$ cat src/rtl/iarm_pkg.sv
// Package for the interval range map: sizes, codes, and shared types.
// Used by the channel interfaces, the table cell and the top level.
package iarm_pkg;

  localparam int TABLE_DEPTH = 64;
  localparam int KEY_WIDTH   = 32;
  localparam int VALUE_WIDTH = 16;
  localparam int IDX_W       = (TABLE_DEPTH > 1) ? $clog2(TABLE_DEPTH) : 1;
  localparam int CNT_W       = $clog2(TABLE_DEPTH + 1);

  typedef enum logic {
    OP_ASSIGN = 1'b0,
    OP_LOOKUP = 1'b1
  } opcode_t;

  typedef enum logic [1:0] {
    ST_DONE  = 2'd0,
    ST_EMPTY = 2'd1,
    ST_FULL  = 2'd2
  } status_t;

  typedef enum logic [2:0] {
    S_IDLE,
    S_SCAN,
    S_DECIDE,
    S_SHIFT,
    S_INS,
    S_RESP
  } state_t;

  typedef enum logic [2:0] {
    CM_HOLD,
    CM_ROT,
    CM_SHL,
    CM_SHR,
    CM_INS
  } cell_mode_t;

  typedef struct packed {
    logic [KEY_WIDTH-1:0]   key;
    logic [VALUE_WIDTH-1:0] value;
  } entry_t;

  // Broadcast command from the controller to every cell
  typedef struct packed {
    cell_mode_t       mode;
    logic [CNT_W-1:0] pos;
    logic             en0;
    logic             en1;
    entry_t           ins0;
    entry_t           ins1;
  } cell_cmd_t;

endpackage

$ cat src/rtl/iarm_cell.sv
// One breakpoint slot of the table chain.
// Depends on iarm_pkg; takes a broadcast command and its two neighbors.
module iarm_cell (
  input  logic                     clk,
  input  logic [iarm_pkg::IDX_W-1:0] idx,
  input  iarm_pkg::cell_cmd_t      cmd,
  input  iarm_pkg::entry_t         from_right,
  input  iarm_pkg::entry_t         from_left,
  output iarm_pkg::entry_t         q
);
  import iarm_pkg::*;

  logic [CNT_W-1:0] my_pos;
  entry_t           q_next;

  assign my_pos = CNT_W'(idx);

  // Pick the next content from the command
  always_comb begin
    q_next = q;
    unique case (cmd.mode)
      CM_HOLD: q_next = q;
      CM_ROT:  q_next = from_right;
      CM_SHL:  if (my_pos >= cmd.pos) q_next = from_right;
      CM_SHR:  if (my_pos > cmd.pos) q_next = from_left;
      CM_INS: begin
        if (cmd.en0 && my_pos == cmd.pos) q_next = cmd.ins0;
        if (cmd.en1 && my_pos == cmd.pos + CNT_W'(1)) q_next = cmd.ins1;
      end
      default: q_next = q;
    endcase
  end

  always_ff @(posedge clk) begin
    q <= q_next;
  end

endmodule

$ cat config.mk
export PLATFORM = sky130hd
export DESIGN_NAME = iarm_cell
export DESIGN_NICKNAME = d
export VERILOG_FILES = /design/src/rtl/iarm_pkg.sv /design/src/rtl/iarm_cell.sv
export SDC_FILE = /design/constraint.sdc
export NUM_CORES = 1
export LEC_CHECK = 0
export BUFFER_PORTS_ARGS = -buffer_cell sky130_fd_sc_hd__buf_2
export CORE_AREA = 2 2 100 102
export CTS_CLUSTER_DIAMETER = 30
export DETAILED_ROUTE_END_ITERATION = 10
export DIE_AREA = 0 0 102 104
export PLACE_DENSITY = 0.71
export SYNTH_ARGS = -nofsm -noshare
export SYNTH_HDL_FRONTEND = slang
export SYNTH_SLANG_ARGS = --single-unit
$ cat constraint.sdc
create_clock -name clk -period 7.03 [get_ports clk]
set_input_delay 0.3515 -clock clk [delete_from_list [all_inputs] [get_ports clk]]
set_output_delay 0.3515 -clock clk [all_outputs]
set_load 0.1 [all_outputs]
### Word-level counts from Yosys, hierarchy flattened

Cells that the tools add are included.

* register bits after elaboration: 48
* output and inout port bits: 48
* bits in read-only memories: 0
* memories kept: 0
* bits in writable memories: 0
* bits in latches: 0

* eq/ne operators: 9
* multipliers: 0
* $add $sub $neg: 1
* reductions and logical operators: 4
* bitwise gates (word level): 0
* muxes and demuxes: 5
* order comparisons: 2
* div/mod/pow operators: 0
* shifts and indexed selects: 0

Operators with widths (number)
* 48-bit 2-to-1 mux: 4
* 48-bit one-hot mux with 4 select lines: 1
* 6-bit by 7-bit == test with 1-bit output: 2
* 7-bit by 1-bit adder with 7-bit output (second input constant): 1
* 6-bit by 7-bit >= comparator with 1-bit output: 1
* 6-bit by 7-bit greater-than comparator with 1-bit output: 1
* 3-bit by 2-bit == test with 1-bit output (second input constant): 2
* 2-bit inequality test (second input constant): 2
* 4-bit AND reduction: 1
* 4-bit nonzero test: 1
* 3-bit by 1-bit == test with 1-bit output (second input constant): 1
* 3-bit == test (second input constant): 1
* 3-bit inequality test (second input constant): 1
* 1-bit logical AND: 2

### Logic depth before layout (Yosys ltp)

* depth in word-level cells: 5
* gate-level depth with buffers: 9
* mapped depth without buffers: 8

### Least setup slack after synthesis

Ideal clock, no wire load.

* path kind: input to register
* start: input cmd[98] in the netlist's numbering
* end: register q[0] in the netlist's numbering (enable)
* setup slack: 1.947 ns
* path buffers: 1
* arrival time: 4.589 ns
* data required time: 6.536 ns
* cell stages on the path: 8
* cell sequence: ha_1 or3_1 nor3_1 o21ai_1 a31oi_4 buf_6 a211oi_1 a2111oi_2

* cells in the longest elaborated chain, start to end: 5
* elaborated cells on any way between the ends: 11

Ends and longest elaborated chain
* from (decl): line iarm_cell.sv:6 `input iarm_pkg::cell_cmd_t cmd,`
* 7-bit by 1-bit adder with 7-bit output: line iarm_cell.sv:28 `if (cmd.en1 && my_pos == cmd.pos + CNT_W'(1)) q_next = cmd.ins1;`
* 6-bit by 7-bit == test with 1-bit output: line iarm_cell.sv:28
* 1-bit logical AND: line iarm_cell.sv:28
* 3-bit inequality test (no source line)
* 4-bit AND reduction (no source line) *
* to (signal assigned): line iarm_cell.sv:35 `q <= q_next;`
* to (decl): line iarm_cell.sv:9 `output iarm_pkg::entry_t q`

Mark *: on every way between the ends. The rest lies on a longest branch, timed or not.
A chain may end at the register's enable or synchronous reset.

==> impl_results.md <==
* Status: complete, no violations
* Power Density at 201 nW/µm²
* Max reg flops at 48
* Simple-Gate Fraction of Synth Area at around 4.2%
* # Max-Cap Violations at 0
* Synth Area in Adders at between 2 and 3%
* Post-CTS Hold Buffers at 0
* DRC violations left at 0
* Resize count post-CTS at 0
* Final Cycle Share at a little under half
* Vias per inst at between 4 and 5
* WP data required at between 7 and 8 ns
* Post-route antenna net violation count at 0
* Synth top area cells: edfxtp_1 47%, mux2i_1 16%, a22oi_1 12%
* Post-synthesis mux area share at between 10% and 20%
* Worst slew pin tran at ~1.1 ns
* Sequential share of the synthesized area at 47.2%
* Cell Rows at 36
* Final hold vios at 0
* Starting Density at 32.0%
* Vias in the first global route at ~3,300
* Initial drt markers at about 130
* Synth area leader: edfxtp_1
* Post-synthesis async set-or-reset flop share at 0%
* Diode count at 0
* Die W at 102 µm
* Clock sink total at 48
* Synth Area in Compound Gates at 23.6%
* All-Layer GR Usage at approximately 18%
* Reg with most FFs: q
* CTS tree: done
* Worst vdd ir at between 0.08 and 0.09 mV
* Crit path max fanout at 26
* Post-Route WL at 10,100 µm
* Startpoint types: input port
* Tot Pwr at around 920 µW
* WP data arrival at roughly 3.2 ns
* Cts bufs inserted at 5
* WS Path Type: in -> reg
* CTS root buffer: clkbuf_8
* Leak Pwr at 2.01 nW
* Largest family of logic cells by synthesized area: compound AO/OA/AOI/OAI gates
* Fin nets at between 700 and 800
* Final Critical Period at 3.17 ns
* Largest net degree at the start of global routing at 50
* First-pass GRT wire length at 15,300 µm
* CP startpoint: cmd[98]
* I/O pin count at ~260
* Net Count, Synth at ~490
* Clk pin slew, worst setup/hold paths at 0.09 ns
* DR pass1 iterations at 7
* Layout cells sized above 1 at ~52%
* FF+latch count, synth at between 40 and 50
* Max H-tree Level at 2
* Synth Cell Area at between 3000 and 4000 µm²
* Yosys top cell area share at ~47%
* RD Place Congestion at 0.874
* Hold_sp: from_right[31]
* Die H at between 100 and 150 µm
* Vias at between 3,000 and 4,000
* Hold WC Path Type: in -> reg
* Post-CTS Setup Inserts at 0
* GRT Residual Overflow at 0
* Slew margin rel. at 30.0%
* Fillers at roughly 900
* Yosys cell types at 29
* I/O Buffers at between 200 and 300
* Total die area at between 10,000 and 15,000 µm²
* DR WL/cell at approximately 15 µm
* Clock buffer depth at 2
* Worst setup EP type: register
* Fmax at around 0.31 GHz
* Syn Inst Count at between 200 and 300
* Core area at between 9000 and 10,000 µm²
* Mean Syn Cell Area at between 10 and 15 µm²
* Number of synthesized flops with an enable pin at between 40 and 50
* Area Growth Syn to Fin at 50.5%
* Setup TNS at 0 ns
* Final Slew Violations at 0
* DP Wirelength at about 8000 µm
* Warnings, synthesis at 0
* RSZ-0062 raised after global routing: false
* Final setup violation count at 0
* Synth Flop Type: edfxtp_1
* Initial antenna violation count at 0
* Largest regs: q (48)
* Xor and xnor area share after synthesis at ~2.0%
==> stage by stage <==
stage                     setup WS [ns]  hold WS (ns)  cells  cell area [µm²]  util [%]
after floorplan                    1.95         0.561    275             3060         -
after global placement             3.61         0.657    650             4470      46.8
after detailed placement           3.54         0.661    650             4470      46.8
after CTS                          3.87         0.349    657             4600      48.2
after global routing               3.65         0.349    657             4600      48.2
final                              3.86         0.363    657             4600      48.2
==> Yosys cell counts (3+ instances only) <==
cell	number
a21oi_1	4
a22oi_1	48
buf_4	3
clkbuf_1	16
edfxtp_1	48
ha_1	7
inv_1	8
mux2i_1	48
nand2_1	3
nand3_1	4
nor2_1	4
o21ai_0	42
o21ai_1	11
or3_1	3
xnor2_1	5
==> worst max-delay path: stages <==
cell and delay [ns]:
buf_2 0.14, ha_1 0.26, or3_1 0.38, nor3_1 0.14
o21ai_1 0.14, a31oi_4 0.87, buf_4 0.56, mux2i_1 0.24
o21ai_0 0.11
==> logic make-up after synthesis <==
family / count (synthesis)
AOI/OAI and AO/OA: 112
xor gates and xnor gates: 7
adders and majority gates: 7
buffers and inverters: 29
DFF: 48
muxes: 48
and+or+nand+nor: 24
==> report_power, final <==
group / switching (mW) / total (mW) / leakage (nW) / internal, mW
Sequential: 0.00591 / 0.352 / 0.438 / 0.346
Clock: 0.0876 / 0.228 / 0.0642 / 0.140
Combinational: 0.254 / 0.343 / 1.51 / 0.0893
==> final cells by class <==
| type | instances | area (µm²) | share of cell area [%] |
|---|---|---|---|
| clock buffers | 5 | 68.8 | 1.50 |
| clock inverters | 2 | 60.1 | 1.31 |
| inverters | 8 | 30.0 | 0.653 |
| multi-input cells | 198 | 1500 | 32.7 |
| flip-flops and latches | 48 | 1440 | 31.3 |
| well taps | 133 | 166 | 3.62 |
| repair buffers | 263 | 1330 | 28.9 |
==> layer usage <==
metal | GRT usage (%) | vias to the layer above | wire (µm)
met5 | 0 | - | 0
met4 | 6.00 | 0 | 201
met3 | 3.36 | 14 | 717
met2 | 33.8 | 153 | 5200
met1 | 20.0 | 1508 | 3990
li1 | - | 1583 | -
==> worst paths after layout <==
kind | endpoint | cells after the start
setup / recovery | q[40]$_DFFE_PP_ | 9
hold / removal | q[31]$_DFFE_PP_ | 3
==> placed cells by master, fill, tap and decap left out <==
cell,n
a211oi_1,2
a21oi_1,3
nand4_1,2
bufinv_16,2
inv_1,8
a31oi_4,1
o21a_1,1
o21ai_1,11
a21oi_4,1
o21ai_0,42
or3_1,3
nor3b_1,1
edfxtp_1,48
mux2i_1,48
nand3_1,4
ha_1,7
xor2_1,2
a31oi_1,1
nor2_1,4
xnor2_1,5
a21bo_2,1
buf_2,258
a22oi_1,48
and3_2,1
nor3_1,2
clkbuf_8,5
buf_4,5
nand3b_1,2
nor2b_1,2
nand2_1,3
a2111oi_4,1
Power figures use the tool's default switching activity.
